===== src/design/lfs_pkg.sv =====
package lfs_pkg;

    // buffer depth default
    localparam int FRAME_BYTES_DEF = 16;

    // field widths
    localparam int OPCODE_W  = 2;
    localparam int BYTE_W    = 8;
    localparam int STATUS_W  = 3;
    localparam int TIMEOUT_W = 20;
    localparam int MASK_W    = 2;
    localparam int CFG_IDX_W = 2;

    // input opcodes
    localparam logic [OPCODE_W-1:0] OP_BYTE  = 2'd0;
    localparam logic [OPCODE_W-1:0] OP_BREAK = 2'd1;
    localparam logic [OPCODE_W-1:0] OP_TICK  = 2'd2;

    // register indexes
    localparam logic [CFG_IDX_W-1:0] REG_TIMEOUT = 2'd0;
    localparam logic [CFG_IDX_W-1:0] REG_NIBBLES = 2'd1;
    localparam logic [CFG_IDX_W-1:0] REG_CARE    = 2'd2;

    // timeout reset value and idle counter limit
    localparam logic [TIMEOUT_W-1:0] TIMEOUT_RST = 20'd2000;
    localparam logic [TIMEOUT_W-1:0] IDLE_MAX    = 20'hFFFFF;

    // bus phases
    localparam logic [1:0] PH_WAIT_BREAK = 2'd0;
    localparam logic [1:0] PH_WAIT_SYNC  = 2'd1;
    localparam logic [1:0] PH_WAIT_PID   = 2'd2;
    localparam logic [1:0] PH_DATA       = 2'd3;

    // frame status codes
    localparam logic [STATUS_W-1:0] STAT_HEADER   = 3'd0;
    localparam logic [STATUS_W-1:0] STAT_PARITY   = 3'd1;
    localparam logic [STATUS_W-1:0] STAT_CLASSIC  = 3'd2;
    localparam logic [STATUS_W-1:0] STAT_ENHANCED = 3'd3;
    localparam logic [STATUS_W-1:0] STAT_CSUM_ERR = 3'd4;

    // special bytes and ids
    localparam logic [BYTE_W-1:0] SYNC_BYTE  = 8'h55;
    localparam logic [BYTE_W-1:0] BREAK_BYTE = 8'h00;
    localparam logic [5:0]        ID_DIAG_RQ = 6'h3C;
    localparam logic [5:0]        ID_DIAG_RS = 6'h3D;

    typedef struct packed {
        logic [OPCODE_W-1:0] opcode;
        logic [BYTE_W-1:0]   rx_byte;
    } in_item_t;

    typedef struct packed {
        logic [BYTE_W-1:0]   frame_pid;
        logic                byte_valid;
        logic [BYTE_W-1:0]   data_byte;
        logic [STATUS_W-1:0] frame_status;
        logic                overflow_flag;
        logic                last;
    } out_item_t;

    // one's complement add with end-around carry
    function automatic logic [BYTE_W-1:0] add_carry(input logic [BYTE_W-1:0] a,
                                                    input logic [BYTE_W-1:0] b);
        logic [BYTE_W:0] s;
        s = {1'b0, a} + {1'b0, b};
        if (s[BYTE_W]) begin
            add_carry = s[BYTE_W-1:0] + 8'd1;
        end else begin
            add_carry = s[BYTE_W-1:0];
        end
    endfunction

    // pid parity bits p0 (bit 6) and p1 (bit 7, inverted)
    function automatic logic parity_good(input logic [BYTE_W-1:0] p);
        logic p0;
        logic p1;
        p0 = p[0] ^ p[1] ^ p[2] ^ p[4];
        p1 = ~(p[1] ^ p[3] ^ p[4] ^ p[5]);
        parity_good = (p[6] == p0) && (p[7] == p1);
    endfunction

endpackage


===== src/design/lin_frame_sniffer_unit.sv =====
// Passive LIN frame monitor. Input beats (received byte, break or
// one-microsecond tick) are taken one per cycle while the sequencer is
// idle. When the idle timeout ends a frame with n stored bytes whose ID
// passes the filter, the block walks its frame buffer once to build the
// classic and enhanced checksums (a header-only frame skips this), judges
// the status, then presents one result per cycle while the output is taken
// (n-1 results, or a single one for a header-only or checksum-only frame).
// A frame that fails the filter is dropped. Input ready stays low for the
// whole report, and configuration writes are taken in any cycle.
module lin_frame_sniffer_unit
    import lfs_pkg::*;
#(
    parameter int FRAME_BYTES = FRAME_BYTES_DEF
) (
    input  logic                  aclk,
    input  logic                  aresetn,
    input  logic                  s_valid,
    output logic                  s_ready,
    input  in_item_t              s_data,
    output logic                  m_valid,
    input  logic                  m_ready,
    output out_item_t             m_data,
    input  logic                  cfg_valid,
    output logic                  cfg_ready,
    input  logic [CFG_IDX_W-1:0]  cfg_index,
    input  logic [TIMEOUT_W-1:0]  cfg_data
);

    localparam int ADDR_W = (FRAME_BYTES > 1) ? $clog2(FRAME_BYTES) : 1;
    localparam int CNT_W  = $clog2(FRAME_BYTES + 1);

    // sequencer states
    localparam logic [1:0] ST_IDLE  = 2'd0;
    localparam logic [1:0] ST_SUM   = 2'd1;
    localparam logic [1:0] ST_JUDGE = 2'd2;
    localparam logic [1:0] ST_EMIT  = 2'd3;

    logic [TIMEOUT_W-1:0] timeout_reg;
    logic [BYTE_W-1:0]    nibbles_reg;
    logic [MASK_W-1:0]    care_reg;

    logic [1:0]           state_reg, state_next;
    logic [1:0]           phase_reg, phase_next;
    logic [BYTE_W-1:0]    pid_reg, pid_next;
    logic                 par_ok_reg, par_ok_next;
    logic [CNT_W-1:0]     fill_reg, fill_next;
    logic                 ovf_reg, ovf_next;
    logic [TIMEOUT_W-1:0] idle_reg, idle_next;

    logic [ADDR_W-1:0]    addr_reg, addr_next;
    logic [BYTE_W-1:0]    cl_reg, cl_next;
    logic [BYTE_W-1:0]    en_reg, en_next;
    logic [BYTE_W-1:0]    rcv_reg, rcv_next;
    logic [STATUS_W-1:0]  status_reg, status_next;

    logic                 m_valid_reg;
    out_item_t            m_data_reg;

    logic [BYTE_W-1:0]    mem [FRAME_BYTES];
    logic [BYTE_W-1:0]    mem_q;
    logic                 mem_we;

    logic                 in_fire;
    logic                 out_free;
    logic                 load;
    logic [CNT_W-1:0]     payload;
    logic [TIMEOUT_W-1:0] idle_inc;
    logic [5:0]           frame_id;
    logic                 id_pass;
    logic                 diag;
    logic                 has_bytes;
    logic                 is_last;
    out_item_t            result;

    assign s_ready   = (state_reg == ST_IDLE);
    assign cfg_ready = 1'b1;
    assign in_fire   = s_valid && s_ready;
    assign out_free  = !m_valid_reg || m_ready;
    assign load      = (state_reg == ST_EMIT) && out_free;
    assign m_valid   = m_valid_reg;
    assign m_data    = m_data_reg;

    // frame decode helpers
    assign payload  = fill_reg - CNT_W'(1);
    assign idle_inc = (idle_reg < IDLE_MAX) ? idle_reg + TIMEOUT_W'(1) : idle_reg;
    assign frame_id = pid_reg[5:0];
    assign diag     = (frame_id == ID_DIAG_RQ) || (frame_id == ID_DIAG_RS);
    assign id_pass  = (!care_reg[0] || (nibbles_reg[7:4] == {2'b00, frame_id[5:4]})) &&
                      (!care_reg[1] || (nibbles_reg[3:0] == frame_id[3:0]));

    // result assembly for the emit state
    assign has_bytes = (fill_reg != '0) && (payload != '0);
    assign is_last   = !has_bytes ||
                       ((CNT_W+1)'(addr_reg) + (CNT_W+1)'(1) == (CNT_W+1)'(payload));
    always_comb begin
        result.frame_pid     = pid_reg;
        result.byte_valid    = has_bytes;
        result.data_byte     = has_bytes ? mem_q : '0;
        result.frame_status  = status_reg;
        result.overflow_flag = (fill_reg != '0) && ovf_reg;
        result.last          = is_last;
    end

    // configuration registers
    always_ff @(posedge aclk) begin
        if (!aresetn) begin
            timeout_reg <= TIMEOUT_RST;
            nibbles_reg <= '0;
            care_reg    <= '0;
        end else if (cfg_valid && cfg_ready) begin
            case (cfg_index)
                REG_TIMEOUT: timeout_reg <= cfg_data;
                REG_NIBBLES: nibbles_reg <= cfg_data[BYTE_W-1:0];
                REG_CARE:    care_reg    <= cfg_data[MASK_W-1:0];
                default:     ;
            endcase
        end
    end

    // frame tracking and report sequencer
    always_comb begin
        state_next  = state_reg;
        phase_next  = phase_reg;
        pid_next    = pid_reg;
        par_ok_next = par_ok_reg;
        fill_next   = fill_reg;
        ovf_next    = ovf_reg;
        idle_next   = idle_reg;
        addr_next   = addr_reg;
        cl_next     = cl_reg;
        en_next     = en_reg;
        rcv_next    = rcv_reg;
        status_next = status_reg;
        mem_we      = 1'b0;

        case (state_reg)
            ST_IDLE: begin
                if (in_fire) begin
                    case (s_data.opcode)
                        OP_BREAK: begin
                            phase_next  = PH_WAIT_SYNC;
                            pid_next    = '0;
                            par_ok_next = 1'b0;
                            fill_next   = '0;
                            ovf_next    = 1'b0;
                            idle_next   = '0;
                        end
                        OP_BYTE: begin
                            case (phase_reg)
                                PH_WAIT_BREAK: begin
                                    if (s_data.rx_byte == BREAK_BYTE) begin
                                        phase_next  = PH_WAIT_SYNC;
                                        pid_next    = '0;
                                        par_ok_next = 1'b0;
                                        fill_next   = '0;
                                        ovf_next    = 1'b0;
                                        idle_next   = '0;
                                    end else if (s_data.rx_byte == SYNC_BYTE) begin
                                        phase_next = PH_WAIT_PID;
                                    end
                                end
                                PH_WAIT_SYNC: begin
                                    if (s_data.rx_byte == SYNC_BYTE) begin
                                        phase_next = PH_WAIT_PID;
                                    end else if (s_data.rx_byte != BREAK_BYTE) begin
                                        phase_next  = PH_WAIT_BREAK;
                                        pid_next    = '0;
                                        par_ok_next = 1'b0;
                                        fill_next   = '0;
                                        ovf_next    = 1'b0;
                                        idle_next   = '0;
                                    end
                                end
                                PH_WAIT_PID: begin
                                    pid_next    = s_data.rx_byte;
                                    par_ok_next = parity_good(s_data.rx_byte);
                                    fill_next   = '0;
                                    phase_next  = PH_DATA;
                                    idle_next   = '0;
                                end
                                default: begin
                                    if (fill_reg < CNT_W'(FRAME_BYTES)) begin
                                        mem_we    = 1'b1;
                                        fill_next = fill_reg + CNT_W'(1);
                                    end else begin
                                        ovf_next = 1'b1;
                                    end
                                    idle_next = '0;
                                end
                            endcase
                        end
                        OP_TICK: begin
                            if (phase_reg == PH_DATA) begin
                                idle_next = idle_inc;
                                if (idle_inc >= timeout_reg) begin
                                    addr_next = '0;
                                    if (!id_pass) begin
                                        phase_next  = PH_WAIT_BREAK;
                                        pid_next    = '0;
                                        par_ok_next = 1'b0;
                                        fill_next   = '0;
                                        ovf_next    = 1'b0;
                                        idle_next   = '0;
                                    end else if (fill_reg == '0) begin
                                        status_next = STAT_HEADER;
                                        state_next  = ST_EMIT;
                                    end else begin
                                        cl_next    = '0;
                                        en_next    = pid_reg;
                                        state_next = ST_SUM;
                                    end
                                end
                            end
                        end
                        default: ;
                    endcase
                end
            end
            // one stored byte per cycle; the last one is the checksum
            ST_SUM: begin
                if (CNT_W'(addr_reg) == payload) begin
                    rcv_next   = mem_q;
                    state_next = ST_JUDGE;
                end else begin
                    cl_next   = add_carry(cl_reg, mem_q);
                    en_next   = add_carry(en_reg, mem_q);
                    addr_next = addr_reg + ADDR_W'(1);
                end
            end
            ST_JUDGE: begin
                if (!par_ok_reg) begin
                    status_next = STAT_PARITY;
                end else if (diag && (~cl_reg == rcv_reg)) begin
                    status_next = STAT_CLASSIC;
                end else if (!diag && (~en_reg == rcv_reg)) begin
                    status_next = STAT_ENHANCED;
                end else begin
                    status_next = STAT_CSUM_ERR;
                end
                addr_next  = '0;
                state_next = ST_EMIT;
            end
            default: begin
                if (load) begin
                    if (is_last) begin
                        state_next  = ST_IDLE;
                        phase_next  = PH_WAIT_BREAK;
                        pid_next    = '0;
                        par_ok_next = 1'b0;
                        fill_next   = '0;
                        ovf_next    = 1'b0;
                        idle_next   = '0;
                    end else begin
                        addr_next = addr_reg + ADDR_W'(1);
                    end
                end
            end
        endcase
    end

    // control state
    always_ff @(posedge aclk) begin
        if (!aresetn) begin
            state_reg  <= ST_IDLE;
            phase_reg  <= PH_WAIT_BREAK;
            pid_reg    <= '0;
            par_ok_reg <= 1'b0;
            fill_reg   <= '0;
            ovf_reg    <= 1'b0;
            idle_reg   <= '0;
            addr_reg   <= '0;
        end else begin
            state_reg  <= state_next;
            phase_reg  <= phase_next;
            pid_reg    <= pid_next;
            par_ok_reg <= par_ok_next;
            fill_reg   <= fill_next;
            ovf_reg    <= ovf_next;
            idle_reg   <= idle_next;
            addr_reg   <= addr_next;
        end
    end

    // checksum datapath
    always_ff @(posedge aclk) begin
        cl_reg     <= cl_next;
        en_reg     <= en_next;
        rcv_reg    <= rcv_next;
        status_reg <= status_next;
    end

    // frame buffer, read data is registered from the next address
    always_ff @(posedge aclk) begin
        if (mem_we) begin
            mem[fill_reg[ADDR_W-1:0]] <= s_data.rx_byte;
        end
        mem_q <= mem[addr_next];
    end

    // output register
    always_ff @(posedge aclk) begin
        if (!aresetn) begin
            m_valid_reg <= 1'b0;
        end else if (load) begin
            m_valid_reg <= 1'b1;
        end else if (m_ready) begin
            m_valid_reg <= 1'b0;
        end
    end

    always_ff @(posedge aclk) begin
        if (load) begin
            m_data_reg <= result;
        end
    end

endmodule

===== config.mk =====
export PLATFORM = sky130hd
export DESIGN_NAME = lin_frame_sniffer_unit
export DESIGN_NICKNAME = d
export VERILOG_FILES = /design/src/design/lfs_pkg.sv /design/src/design/lin_frame_sniffer_unit.sv
export SDC_FILE = /design/constraint.sdc
export NUM_CORES = 1
export LEC_CHECK = 0
export ABC_AREA = 1
export BUFFER_PORTS_ARGS = -buffer_cell sky130_fd_sc_hd__buf_2
export CAP_MARGIN = 30
export CORE_MARGIN = 5
export CORE_UTILIZATION = 52
export DETAILED_ROUTE_END_ITERATION = 10
export GPL_ROUTABILITY_DRIVEN = 0
export PLACE_DENSITY = 0.77
export SLEW_MARGIN = 20
export SYNTH_ARGS = -nofsm -noshare
export SYNTH_HDL_FRONTEND = slang
export SYNTH_SLANG_ARGS = --single-unit

===== constraint.sdc =====
create_clock -name aclk -period 5.61 [get_ports aclk]
set_input_delay 0.2805 -clock aclk [delete_from_list [all_inputs] [get_ports aclk]]
set_output_delay 0.2805 -clock aclk [all_outputs]
set_load 0.005 [all_outputs]

==> results of run 1 <==
[metrics by stage]
stage / setup WS [ps] / util (%) / total power [mW] / hold WS [ps] / instances
final: 1023 / 57.75 / 3.989 / 0.5240 / 1947
after global routing: 550.7 / 57.75 / 4.120 / 8.443 / 1947
after CTS: 1123 / 57.73 / 4.004 / 1.139 / 1946
after detailed placement: 1151 / 54.23 / 2.273 / 405.7 / 1893
after global placement: 1349 / 54.23 / 2.266 / 406.5 / 1893
after floorplan: 1161 / - / 2.205 / 379.4 / 1545
[cell type report]
cell class / count / area [sq um]
Tap cell: 335 / 419.2
Clock buffer: 38 / 758.2
Timing Repair Buffer: 74 / 425.4
Inverter: 213 / 799.5
Sequential cell: 259 / 6957
Clock inverter: 11 / 108.9
Fill cell: 2199 / 10950
Multi-Input combinational cell: 1017 / 5497
[report_power, final]
group / switching [mW] / total, mW / internal, mW
logic: 0.125 / 0.180 / 0.0552
registers: 0.00863 / 2.06 / 2.05
clock network: 0.721 / 1.75 / 1.03
[kinds of logic after synthesis]
| group | count (synthesis) | share of synthesized area [%] |
|---|---|---|
| AND/OR/NAND/NOR | 719 | 23.86 |
| buffers and inverters | 269 | 8.300 |
| flip-flops | 259 | 51.27 |
| AO/OA/AOI/OAI | 176 | 7.009 |
| XOR/XNOR | 62 | 4.002 |
| adder cells (fa/ha/maj) | 58 | 5.459 |
| other | 1 | 0.02764 |
| multiplexers | 1 | 0.07378 |
[synth_stat cells, types with 3 or more instances]
master,count
nor3_1,20
inv_2,7
buf_2,18
nand3_2,4
clkbuf_1,20
a31oi_1,3
nand3_1,185
nand2_2,7
nand3b_1,11
nand2_1,321
buf_6,8
nor2_1,105
a21oi_1,83
ha_1,56
xor2_1,32
o21ai_0,61
nor4_1,10
edfxtp_1,177
o211ai_1,7
nand4_1,37
or2_2,5
a21o_1,4
dfxtp_1,82
inv_1,206
o21ai_1,4
buf_4,9
xnor2_1,30
nor2_2,4
nor3_2,3
[per-layer routing]
metal  up-vias  track usage [%]  wire length [um]
met4         0            5.890               772
li1       5267                -                 -
met3        67            2.574              2898
met1      5124            32.24             13830
met2       436            35.45             15400
met5         -                0                 0
[worst paths after layout]
| check | startpoint | endpoint | slack (ps) | depth (start not counted) |
|---|---|---|---|---|
| max | idle_reg[1]$_SDFFE_PN0P_ | mem_q[1]$_DFF_P_ | 1020 | 27 |
| min | cfg_data[2] | nibbles_reg[2]$_SDFFE_PN0P_ | 0.5 | 3 |
| max reg2reg | idle_reg[1]$_SDFFE_PN0P_ | mem_q[1]$_DFF_P_ | 1020 | 27 |
| min reg2reg | status_reg[2]$_SDFFCE_PP0P_ | m_data[4]$_DFFE_PP_ | 420 | 0 |
[placed cells by master (no fill, tap or decap), types with 3 or more instances in the layout]
cell type        n
xnor2_1         30
nand3_1        185
o211ai_1         7
a21o_1           4
o21ai_0         61
nand3_2          4
buf_2           60
nor2_1         105
nand4_1         37
nor2_2           4
clkbuf_16       28
or2_2            5
a31oi_1          3
nor3_1          20
ha_1            56
clkinv_2         4
nand2_2          9
clkinv_1         3
dlygate4sd3_1    4
inv_2            7
xor2_1          32
inv_1          206
nor3_2           3
nand3b_1        11
edfxtp_1       177
a21oi_1         83
o21ai_1          4
nor4_1           9
nand2_1        319
buf_4            8
clkbuf_1         8
dfxtp_1         82
[critical path, cell delays in order, from the launching register on]
cell and delay [ps]:
dfxtp_1 370, ha_1 230, nand2_1 90, nor3_1 220
nand2_1 130, nor3_2 200, nand2_1 130, nand3_1 140
nor2_1 70, xor2_1 280, ha_1 310, nand2_1 70
nand2_1 40, nand2_1 50, nand2_1 50, nand2_1 60
nand2_1 50, a21oi_1 180, nand3_1 170, nand2_2 130
nand2_1 50, nand2_1 70, nand2_2 400, inv_2 570
nand3_1 190, nand3_1 120, nand3_1 80, nand2_1 70
[repair_timing]
item	4_1_cts	5_1_grt
hold buffers	4	0
resized for setup	0	0
endpoints found under the hold margin	4	0
==> results.json, run 1 <==
{
  "clkSinkCount": 259,
  "crit_path_start_kind": "flip-flop",
  "async_flop_share_pct": 0,
  "io_pins": 62,
  "p_leak_nw": 6.226,
  "grt_max_degree": 66,
  "cts_root_buffer": "clkbuf_16",
  "dp_hpwl_um": 22890,
  "dpl_cell_area_sq_um": 14050,
  "slew_headroom_pct": 38.40,
  "wl_um": 32900,
  "cts_buffers": 27,
  "antenna_found_initial": 0,
  "worstHoldPathType": "primary input to flip-flop",
  "nets": 1687,
  "dieArea_sq_um": 29420,
  "h-tree-depth": 1,
  "fmax_mhz": 218.0,
  "grt-ovfl-total": 0,
  "ant_nets": 0,
  "placementRows": 59,
  "areaGrowthSynthToFinish_pct": 10.29,
  "cts_tree": "built",
  "die-width_um": 171.5,
  "start_util_pct": 52.36,
  "end_kind": "flip-flop",
  "drv_slew": 0,
  "drcViolationCount": 0,
  "arrival_ps": 5070,
  "first_iter_violations": 1173,
  "outcome": "finished clean",
  "period_minus_slack_ps": 4587,
  "max_slew.worst_pin.slew_ps": 920.6,
  "core_area_sq_um": 25910,
  "vias": 10890,
  "stdcell_area_sq_um": 14960,
  "syn_area_per_cell_sq_um": 8.782,
  "drt_pass1_iterations": 5,
  "synth_cell_type_count": 49,
  "finClkSkew_ps": 13.84,
  "synth_top_cell_area_share_pct": 39.17,
  "fin_tns_setup_ps": 0,
  "crit_required_ps": 6090,
  "die_y_um": 171.5,
  "avgViaCountPerCell": 5.595,
  "syn_inst": 1545,
  "drive_above_1_share_pct": 9.057,
  "clock_path_buffers": 3,
  "largest_reg_flops": 128,
  "ys_top_cells_by_area": "edfxtp_1 (39%), dfxtp_1 (12%), nand2_1 (8.9%), nand3_1 (6.8%), inv_1 (5.7%)",
  "cellPowerDensity_nw_per_um2": 266.6,
  "synth_edf_count": 177,
  "synth_flop_cell": "edfxtp_1",
  "finalSetupViolCount": 0,
  "ir_worst_vdd_v": 0.0001997,
  "clkTransAtPathRegs_ps": 60,
  "ys_warn_count": 0,
  "clk_latency_ps": 530,
  "final-hold-violation-count": 0,
  "synthesis.area_sq_um": 13570,
  "rsz0062_at_grt": "false",
  "crit_fanout": 34,
  "yosys.area.top_type": "edfxtp_1",
  "drv_cap": 0,
  "ys_seq_area_share_pct": 51.27,
  "n_antenna_cell": 0,
  "portBuffers": 60,
  "grt_pass1_vias": 9919,
  "ys_ff_latch": 259,
  "wl_per_cell_um": 16.90,
  "synth_fp_nets": 1640,
  "path_class": "flip-flop to flip-flop",
  "post-route-period-util_pct": 81.76,
  "cts_setup_buffers": 0,
  "grt_util_all_layers_pct": 22.14,
  "grt_first_pass_wirelength_um": 52260
}
Power figures use the tool's default switching activity.
==> run 2, diff against run 1 <==
--- a/config.mk
+++ b/config.mk
@@ -12,7 +12,7 @@
 export CORE_UTILIZATION = 52
 export DETAILED_ROUTE_END_ITERATION = 10
 export GPL_ROUTABILITY_DRIVEN = 0
-export PLACE_DENSITY = 0.77
+export PLACE_DENSITY = 0.8
 export SLEW_MARGIN = 20
 export SYNTH_ARGS = -nofsm -noshare
 export SYNTH_HDL_FRONTEND = slang
==> constraint.sdc (replaced) <==
create_clock -name aclk -period 4.1 [get_ports aclk]
set_input_delay 0.205 -clock aclk [delete_from_list [all_inputs] [get_ports aclk]]
set_output_delay 0.205 -clock aclk [all_outputs]
set_load 0.005 [all_outputs]
==> run 2 against run 1 <==
  * Flip-flop and latch count stayed put
  * Clock power rose by 49%
  * Non-clock buffer count increased by 45
  * Worst hold slack improved by 46 ps
  * First-iteration DRC count rose by 37%
  * Total power grew 43%
  * Sequential power increased by 36%
  * Combinational power increased by 54%
  * Register-to-register slack worse by 860 ps
  * Count of clock-buffer cells in the layout is 4 lower
  * Critical endpoint is now mem_q[6]$_DFF_P_
  * Largest cell class unchanged
  * Highest routed layer unchanged
==> results.json, run 2 (synthesis gave the netlist of run 1 again) <==
{
  "max_stage_delay_ps": 370,
  "cp_common_cell": "nand2_1",
  "fmax_mhz": 254.0,
  "period_minus_slack_ps": 3938,
  "mostFrequentLayoutCells": "nand2_1 (310), inv_1 (206), edfxtp_1 (177), nand3_1 (176), nor2_1 (105)",
  "drcViolationCount": 0,
  "nets": 1732,
  "wl_per_cell_um": 18.26,
  "placedCellCount": 1907,
  "max_slew.worst_pin.slew_ps": 1036,
  "cts_root_buffer": "clkbuf_16",
  "post-route-util_pct": 60.67,
  "cp.depth": 27,
  "grt_max_degree": 57,
  "fin_tns_setup_ps": 0,
  "post-route-period-util_pct": 96.04,
  "core_area_sq_um": 25910,
  "layout_commonest_cell": "nand2_1",
  "clock_path_buffers": 3,
  "grt-ovfl-total": 0,
  "hold_depth": 3,
  "outcome": "finished clean",
  "die-width_um": 171.5,
  "path_class": "flip-flop to flip-flop",
  "drive_above_1_share_pct": 12.31,
  "cellPowerDensity_nw_per_um2": 362.3,
  "ant_nets": 0,
  "grt_pass1_vias": 10750,
  "avgViaCountPerCell": 5.785,
  "placementRows": 59,
  "fin_ws_ps": 162.4,
  "hold_ws_ps": 46.17,
  "cts_tree": "built",
  "crit_required_ps": 4520,
  "vias": 11520,
  "drv_cap": 0,
  "dp_hpwl_um": 23270,
  "io_pins": 62,
  "final-hold-violation-count": 0,
  "clk_latency_ps": 540,
  "finalPower_mw": 5.696,
  "dieArea_sq_um": 29420,
  "crit_buf_inv": 1,
  "areaGrowthSynthToFinish_pct": 15.87,
  "n_antenna_cell": 0,
  "critPathTopFamily": "simple AND/OR/NAND/NOR gates",
  "end_kind": "flip-flop",
  "antenna_found_initial": 0,
  "clkTransAtPathRegs_ps": 60,
  "p_leak_nw": 6.582,
  "slew_headroom_pct": 30.64,
  "cp_slowest_cell": "dfxtp_4",
  "start_util_pct": 52.36,
  "finalSetupViolCount": 0,
  "grt_first_pass_wirelength_um": 55230,
  "cts_buffers": 27,
  "place_ws_ps": 74.44,
  "arrival_ps": 4360,
  "finClkSkew_ps": 22.95,
  "stdcell_area_sq_um": 15720,
  "worstHoldPathType": "primary input to flip-flop",
  "ff2ff_path_depth": 27,
  "final_cells": 1992,
  "grt_util_all_layers_pct": 23.42,
  "drv_slew": 0,
  "ir_worst_vdd_v": 0.0003191,
  "drt_pass1_iterations": 8,
  "die_y_um": 171.5,
  "crit_fanout": 7,
  "wl_um": 36380,
  "portBuffers": 60,
  "first_iter_violations": 1605,
  "clkSinkCount": 259,
  "h-tree-depth": 1,
  "dpl_cell_area_sq_um": 14190,
  "crit_path_start_kind": "flip-flop",
  "largest_reg_flops": 128
}
-- run 2: power by group --
| group | internal [mW] | switching [mW] | total [mW] |
|---|---|---|---|
| logic | 0.0928 | 0.185 | 0.277 |
| registers | 2.80 | 0.0126 | 2.81 |
| clock network | 1.58 | 1.02 | 2.61 |
| total | 4.47 | 1.22 | 5.70 |
-- run 2: timing repair --
| item | in CTS | in global routing |
|---|---|---|
| endpoints found under the setup margin | 0 | 58 |
| endpoints found under the hold margin | 28 | 0 |
| hold buffers | 21 | 0 |
| gates resized for setup | 0 | 46 |
| setup buffers | 0 | 8 |
-- run 2: worst register-to-register path, stage by stage, from the launching register on --
cell and delay [ps]:
dfxtp_4 370, ha_4 140, nand2_1 80, nor3_2 240, nand2_2 110, nor3_4 220
nand2_2 100, nand3_1 150, nor3_1 80, xor2_1 220, ha_1 290, a21oi_1 170
nand2_1 70, nand2_1 60, nand2_1 60, a21oi_2 190, nand3_2 120, nand2_2 140
nand2_2 70, nand2_4 140, nand2_8 120, buf_12 200, nand2_1 90, nand2_1 70
nand2_1 70, nand3_1 100, nand3_1 110, nand2_1 60
-- run 2: area by class of cell --
cell class                      count  area (sq um)
Clock buffer                       34         774.5
Clock inverter                     15         173.9
Fill cell                        1993         10190
Inverter                          213         807.0
Multi-Input combinational cell   1017          5654
Sequential cell                   259          6965
Tap cell                          335         419.2
Timing Repair Buffer              119         927.1
-- run 2: worst paths after layout --
| kind | start | end | slack, ps |
|---|---|---|---|
| worst max register to register | idle_reg[1]$_SDFFE_PN0P_ | mem_q[6]$_DFF_P_ | 160 |
| worst max-delay path | idle_reg[1]$_SDFFE_PN0P_ | mem_q[6]$_DFF_P_ | 160 |
| worst min-delay path | cfg_valid | care_reg[0]$_SDFFE_PN0P_ | 50 |
| worst min register to register | status_reg[1]$_SDFFCE_PN0P_ | m_data[3]$_DFFE_PP_ | 450 |
-- run 2: per-layer routing --
metal | track usage [%] | up-vias | part of all wire, %
li1 | - | 5357 | -
met1 | 32.25 | 5332 | 39
met2 | 38.11 | 712 | 47
met3 | 3.976 | 123 | 10
met4 | 7.406 | 0 | 3.4
met5 | 0 | - | 0
==> run 3, diff against run 2 <==
--- a/config.mk
+++ b/config.mk
@@ -13,7 +13,7 @@
 export DETAILED_ROUTE_END_ITERATION = 10
 export GPL_ROUTABILITY_DRIVEN = 0
 export PLACE_DENSITY = 0.8
-export SLEW_MARGIN = 20
+export SLEW_MARGIN = 40
 export SYNTH_ARGS = -nofsm -noshare
 export SYNTH_HDL_FRONTEND = slang
 export SYNTH_SLANG_ARGS = --single-unit
==> constraint.sdc (replaced) <==
create_clock -name aclk -period 3.2 [get_ports aclk]
set_input_delay 0.16 -clock aclk [delete_from_list [all_inputs] [get_ports aclk]]
set_output_delay 0.16 -clock aclk [all_outputs]
set_load 0.005 [all_outputs]
==> run 3 against run 2 <==
  * Fmax is 2.9% lower
  * First-iteration DRC count fell by 1.1%
  * Largest power group unchanged
  * Routed wire length up 23%
  * Sequential share of layout area is 5.5 points lower
  * Clock power is 29% higher
  * The flow now finishes with violations (negative setup slack)
  * Critical path depth unchanged
  * Global-route usage grew 2.7 points
  * Worst hold slack better by 26 ps
  * Cell count up 6.8%
==> results.json, run 3 (synthesis gave the netlist of run 1 again) <==
{
  "max_stage_delay_ps": 370,
  "grt_util_all_layers_pct": 26.15,
  "crit_buf_inv": 2,
  "vias": 12860,
  "start_util_pct": 52.36,
  "placedCellCount": 2005,
  "h-tree-depth": 1,
  "path_class": "flip-flop to flip-flop",
  "stdcell_area_sq_um": 17930,
  "ant_nets": 0,
  "final-hold-violation-count": 0,
  "dp_hpwl_um": 24230,
  "end_kind": "flip-flop",
  "layout_commonest_cell": "nand2_1",
  "grt_first_pass_wirelength_um": 61800,
  "clock_path_buffers": 3,
  "mostFrequentLayoutCells": "nand2_1 (272), inv_1 (204), edfxtp_1 (177), buf_4 (116), nand3_1 (111)",
  "clk_latency_ps": 570,
  "ir_worst_vdd_v": 0.0004156,
  "wl_um": 44590,
  "slew_headroom_pct": 46.06,
  "clkSinkCount": 259,
  "cts_buffers": 27,
  "hold_ws_ps": 72.50,
  "worstHoldPathType": "primary input to flip-flop",
  "cellPowerDensity_nw_per_um2": 412.8,
  "cp_common_cell": "nand2_2",
  "core_area_sq_um": 25910,
  "largest_reg_flops": 128,
  "clkTransAtPathRegs_ps": 70,
  "period_minus_slack_ps": 4054,
  "antenna_found_initial": 0,
  "crit_path_start_kind": "flip-flop",
  "dpl_cell_area_sq_um": 15100,
  "io_pins": 62,
  "avgViaCountPerCell": 6.045,
  "rsz0062_at_grt": "true",
  "fin_ws_ps": -853.7,
  "max_slew.worst_pin.slew_ps": 802.9,
  "violations": "negative setup slack",
  "wl_per_cell_um": 20.96,
  "n_antenna_cell": 0,
  "dieArea_sq_um": 29420,
  "arrival_ps": 4490,
  "cts_tree": "built",
  "portBuffers": 60,
  "critPathTopFamily": "simple AND/OR/NAND/NOR gates",
  "areaGrowthSynthToFinish_pct": 32.13,
  "finClkSkew_ps": 29.61,
  "fmax_mhz": 246.7,
  "nets": 1866,
  "placementRows": 59,
  "grt_max_degree": 65,
  "drv_cap": 0,
  "fin_tns_setup_ps": -35030,
  "first_iter_violations": 1587,
  "p_leak_nw": 7.632,
  "grt-ovfl-total": 0,
  "crit_fanout": 6,
  "cts_root_buffer": "clkbuf_16",
  "drive_above_1_share_pct": 26.84,
  "outcome": "complete, but fails checks",
  "drv_slew": 0,
  "post-route-util_pct": 69.19,
  "die_y_um": 171.5,
  "post-route-period-util_pct": 126.7,
  "fillers": 1623,
  "crit_required_ps": 3640,
  "die-width_um": 171.5,
  "drt_pass1_iterations": 7,
  "drcViolationCount": 0,
  "final_cells": 2127,
  "finalSetupViolCount": 70,
  "cp_slowest_cell": "dfxtp_4",
  "grt_pass1_vias": 12170
}
-- run 3: cell type report --
cell class                      instances  area (sq um)  share of cell area, %
Clock buffer                           37         754.5                  4.209
Clock inverter                         13         187.7                  1.047
Inverter                              213         809.5                  4.516
Multi-Input combinational cell       1018          6424                  35.83
Sequential cell                       259          6965                  38.85
Tap cell                              335         419.2                  2.338
Timing Repair Buffer                  252          2367                  13.20
-- run 3: worst paths after layout --
path,from,endpoint,slack [ps],cells past startpoint
hold reg to reg,status_reg[1]$_SDFFCE_PN0P_,m_data[3]$_DFFE_PP_,430,0
setup / recovery,idle_reg[1]$_SDFFE_PN0P_,mem_q[6]$_DFF_P_,-850,27
setup reg to reg,idle_reg[1]$_SDFFE_PN0P_,mem_q[6]$_DFF_P_,-850,27
hold / removal,cfg_index[0],care_reg[0]$_SDFFE_PN0P_,70,5
-- run 3: metal layers --
metal	part of all wire (%)	global-route usage, %
met3	11	4.436
met5	0	0
met4	5.8	9.749
met1	34	32.44
met2	49	45.89
-- run 3: stage by stage --
step	total power, mW	worst slack (ps)
3_3_place_gp	3.991	-412.9
6_report	7.401	-853.7
3_5_place_dp	4.001	-590.8
4_1_cts	7.335	-441.1
2_1_floorplan	3.867	-72.05
5_1_grt	7.557	-956.0
-- run 3: where the power goes --
part	internal (mW)	switching, mW	leakage, nW
combinational	0.148	0.284	4.94
clock	1.99	1.38	0.462
sequential	3.59	0.0180	2.23
total	5.72	1.68	7.63
-- run 3: worst reg2reg max path, stage by stage, from the launching register on --
cell	delay, ps
dfxtp_4	370
ha_4	150
nand2_4	60
nor3_4	140
nand2_2	100
nor3_4	210
nand2_2	140
nand4_1	140
xor2_1	190
inv_1	110
ha_4	240
a21oi_2	180
nor2_1	90
nor2_1	200
nand2_2	120
a21oi_2	210
nand3_2	150
nand2_4	120
nand2_4	80
nand2_8	140
nand2_8	120
buf_12	180
nand2_4	60
nand2_2	40
nand2_1	100
nand3_2	120
nand3_4	120
nand2_2	70
-- run 3: what timing repair did --
action | in CTS | in global routing
resized for setup | 92 | 143
endpoints found under the hold margin | 43 | 0
buffers inserted | 20 | 9
gates cloned | 7 | 11
hold buffers | 28 | 0
endpoints found under the setup margin | 49 | 70
pin swaps | 68 | 83
